**config.mk**
```make
export PLATFORM = sky130hd
export DESIGN_NAME = lzss_copy_unit
export DESIGN_NICKNAME = d
export VERILOG_FILES = /design/src/hw/rtl/lzss_pkg.sv /design/src/hw/rtl/lzss_copy_unit.sv
export SDC_FILE = /design/constraint.sdc
export NUM_CORES = 1
export LEC_CHECK = 0
export BUFFER_PORTS_ARGS = -buffer_cell sky130_fd_sc_hd__buf_2
export CORE_MARGIN = 4
export CORE_UTILIZATION = 54
export CTS_CLUSTER_DIAMETER = 100
export DETAILED_ROUTE_END_ITERATION = 10
export PLACE_DENSITY = 0.84
export SETUP_SLACK_MARGIN = 0.3
export SLEW_MARGIN = 20
export SYNTH_ARGS = -nofsm -noshare
export SYNTH_HDL_FRONTEND = slang
export SYNTH_SLANG_ARGS = --single-unit
export TNS_END_PERCENT = 10
```
**constraint.sdc**
```tcl
create_clock -name clk -period 2.66 [get_ports clk]
set_input_delay 0.399 -clock clk [delete_from_list [all_inputs] [get_ports clk]]
set_output_delay 0.399 -clock clk [all_outputs]
set_load 0.1 [all_outputs]
```
**src/hw/rtl/lzss_pkg.sv**
```systemverilog
// Shared types and constants for the LZSS unit decompressor.
package lzss_pkg;

    localparam int unsigned WINDOW_BYTES_DEFAULT = 16384;

    // Widths fixed by the token format and the register map.
    localparam int unsigned DIST_W   = 14;
    localparam int unsigned COUNT_W  = 6;
    localparam int unsigned CALC_W   = 18;
    localparam int unsigned LENGTH_W = 24;
    localparam int unsigned CFG_W    = 24;
    localparam int unsigned CFG_IDX_W = 2;

    // Register indexes of the configuration port.
    localparam logic [CFG_IDX_W-1:0] CFG_UNIT_BYTES    = 2'd0;
    localparam logic [CFG_IDX_W-1:0] CFG_LENGTH_BIAS   = 2'd1;
    localparam logic [CFG_IDX_W-1:0] CFG_OUTPUT_LENGTH = 2'd2;

    // Register values after reset.
    localparam logic [1:0]          UNIT_BYTES_RESET    = 2'd1;
    localparam logic [1:0]          LENGTH_BIAS_RESET   = 2'd2;
    localparam logic [LENGTH_W-1:0] OUTPUT_LENGTH_RESET = 24'd65536;

    // Result status codes.
    localparam logic [1:0] ST_OK       = 2'd0;
    localparam logic [1:0] ST_EARLY    = 2'd1;
    localparam logic [1:0] ST_BAD_DIST = 2'd2;

    // Flag register value with only the sentinel bit left.
    localparam logic [8:0] FLAG_EMPTY = 9'h001;

    typedef enum logic [1:0] {
        PH_CTRL,
        PH_LIT,
        PH_TOKLO,
        PH_TOKHI
    } phase_t;

    typedef enum logic [2:0] {
        S_IDLE,
        S_STEP,
        S_TOKCHK,
        S_RD,
        S_WR,
        S_FINISH
    } state_t;

    // Commands from the sequencer to the copy address unit.
    typedef struct packed {
        logic load;
        logic step;
    } copy_cmd_t;

    // Parser state after moving on to the next flag.
    typedef struct packed {
        logic [8:0] flag;
        phase_t     phase;
        logic       lit_load;
        logic [1:0] lit;
    } flag_upd_t;

endpackage

```
**src/hw/rtl/lzss_copy_unit.sv**
```systemverilog
// Copy address unit: steps the source pointer and remaining count of a back reference.
module lzss_copy_unit #(
    parameter int unsigned DEPTH = lzss_pkg::WINDOW_BYTES_DEFAULT,
    localparam int unsigned AddrW = $clog2(DEPTH)
) (
    input  logic                            clk,
    input  logic                            rst_n,
    input  lzss_pkg::copy_cmd_t             cmd,
    input  logic [AddrW-1:0]                load_src,
    input  logic [lzss_pkg::COUNT_W-1:0]    load_count,
    output logic [AddrW-1:0]                src,
    output logic                            last_byte
);

    localparam logic [AddrW-1:0] LastAddr = AddrW'(DEPTH - 1);

    logic [AddrW-1:0]             src_reg;
    logic [AddrW-1:0]             src_next;
    logic [lzss_pkg::COUNT_W-1:0] count_reg;
    logic [lzss_pkg::COUNT_W-1:0] count_next;

    always_comb
    begin
        src_next   = src_reg;
        count_next = count_reg;
        if (cmd.load)
        begin
            src_next   = load_src;
            count_next = load_count;
        end
        else if (cmd.step)
        begin
            src_next   = (src_reg == LastAddr) ? '0 : src_reg + 1'b1;
            count_next = count_reg - 1'b1;
        end
    end

    always_ff @(posedge clk or negedge rst_n)
    begin
        if (!rst_n)
        begin
            count_reg <= '0;
        end
        else
        begin
            count_reg <= count_next;
        end
    end

    always_ff @(posedge clk)
    begin
        src_reg <= src_next;
    end

    assign src       = src_reg;
    assign last_byte = (count_reg == lzss_pkg::COUNT_W'(1));

endmodule
```
==> results.toml <==
[route]
drt-initial-drc-count = 25
final_antenna_net_count = 0
wire_per_inst_um = 14.1
vias = 1026
drt-total-wl_um = 2680
viasPerCell = 5.40
drcViolationCount = 0
drt_first_pass_iters = 4

[cts]
post_cts_buffers = 0
ctsHoldBuffers = 1
cts_resized = 0
insertion_delay_ns = 0.30
clock_tree.root_cell = "clkbuf_4"
cts_buffers = 3
tritoncts = "built"
clock_path_buffers = 2
htree_levels = 1
cts_sinks = 20
clk_pin_slew_ns = 0.11

[die]
initial_core_util_pct = 56.8
die_w_um = 56.2
core-area_mm2 = 0.00221
dieArea_mm2 = 0.00316
die_h_um = 56.2
io_pins = 39
rows = 17

[placement]
gp_congestion = 0.849
dp_hpwl_um = 2030
io_buffers = 38
dpl.cell_count = 185

[logic_synthesis]
synthArstFlopShare_pct = 30.0
synth-simple-area-share_pct = 21.1
yosys-top-cells-count = "26 x nand2_1, 14 x edfxtp_1, 11 x o21ai_2"
yosys.cell_count.top_type = "nand2_1"
synthFlopType = "edfxtp_1"
postSynthCellCount = 124
synth-compound-area-share_pct = 13.6
seq_area_frac_synth_pct = 45.4
ys_ff_latch = 20
synth-adder-area-share_pct = 2.99
syn_area_mm2 = 0.00126
synth_nets = 151
yosys.area.top_type = "edfxtp_1"
ys_warn_count = 0
synth_edf_count = 14
synth.top_cell.area_share_pct = 33.5
ys_types = 30
synth_xor_area_share_pct = 11.2
synth_top_family_by_area = "simple AND/OR/NAND/NOR gates"
netlist_top_cells_area = "edfxtp_1 33%, dfrtp_1 12%, nand2_1 7.8%"
avgSynthCellArea_um2 = 10.1
muxShareOfSynthArea_pct = 0.896

[worst_setup_path]
critical_path_class = "reg2out"
worstPathArrival_ns = 1.57
path_cells = "nor4_1, and2_1, buf_2"
slowest_stage = "dfrtp_1"
crit_path_end_kind = "output pin"
start_kind = "flop"
required_ns = 2.26
crit_path_max_fanout = 4
max_stage_delay_ns = 0.43

[flow_run]
cap_violations = 0

[power]
irDropWorstVdd_uv = 309
p_leak_nw = 0.622
power_density_mw_per_mm2 = 625

[finish]
final_cells = 190
layout-drive-gt1-share_pct = 36.4
largest_register_ffs = 14
syn_to_final_growth_pct = 17.8
nets = 190
antenna_cells = 0

[status]
status = "complete, no violations"

[timing]
worst-slew-pin-transition_ns = 0.493
slew_headroom_pct = 67.3
rsz0062_at_grt = "no"
fmax_ghz = 0.507
drv_slew = 0
finalClockSkew_ns = 0.00455
period_share_pct = 74.2
finalHoldViolCount = 0
fin_setup_tns_ns = 0
period_needed_ns = 1.97
setup_viol = 0

[global_routing]
grt_max_degree = 30
grt.total_usage_pct = 18.4
first_global_vias = 1013
grt_pass1_wl_um = 4530
overflow = 0
antenna_found_initial = 0

[hold_path]
hold_path_class = "in2reg"
-- path summary, 6_finish.rpt --
path / start / to / slack, ns / cells past startpoint
max: count_reg[3] / last_byte / 0.69 / 3
min: load_count[3] / count_reg[3] / 0.30 / 3
max reg2reg: src[0] / src[11] / 0.73 / 5
min reg2reg: count_reg[5] / count_reg[5] / 0.60 / 2
max in group asynchronous: rst_n / count_reg[3] / 2.07 / 2
min in group asynchronous: rst_n / count_reg[1] / 0.43 / 2
-- layout by cell type (no fill, tap or decap), drive strengths merged, types with 3 or more instances in the layout --
cell,n
ha,3
nand3,5
buf,39
nand2,26
edfxtp,14
nand4,6
xor2,9
dfrtp,6
o21ai,20
clkbuf,4
xnor2,7
inv,4
-- power by group --
part           switching (mW)  internal (mW)
Clock                  0.0930         0.0584
Sequential             0.0489          0.378
Combinational           0.263         0.0838
-- metal layers --
metal  wire, µm  share of wire, %  vias up  GRT usage [%]
li1           -                 -      519              -
met1       1150                43      463           22.7
met2       1290                48       40           30.4
met3        191               7.1        4           4.41
met4         51               1.9        0           8.14
met5          0                 0        -              0
-- area by class of cell --
class | instances | area, µm²
sequential | 20 | 571
multi-input combinational | 94 | 626
timing repair buffer | 40 | 208
tap | 28 | 35.0
fill | 177 | 732
clock buffer | 4 | 26.3
inverter | 4 | 15.0
-- metrics by stage --
stage | worst slack, ns | hold slack (ns) | instance area (µm²) | util [%] | total power, mW
after floorplan | 0.338 | 0.103 | 1260 | - | 0.713
after global routing | 0.585 | 0.327 | 1480 | 66.9 | 0.971
after global placement | 0.818 | 0.227 | 1440 | 65.3 | 0.769
after CTS | 0.686 | 0.292 | 1480 | 66.9 | 0.934
after detailed placement | 0.744 | 0.235 | 1440 | 65.3 | 0.779
final | 0.686 | 0.302 | 1480 | 66.9 | 0.925
-- worst max-delay path: cells and delay by family (launching register included) --
kind / cells / cell delay [ns]
buffers and inverters: 1 / 0.42
and+or+nand+nor: 2 / 0.43
DFF: 1 / 0.43
-- kinds of logic after synthesis --
| group | Yosys count |
|---|---|
| flops | 20 |
| fa+ha+maj | 3 |
| mux | 1 |
| xor+xnor | 16 |
| simple gates | 50 |
| compound gates | 24 |
| buf+inv | 10 |
No activity file was read; power rests on OpenSTA's default activity.
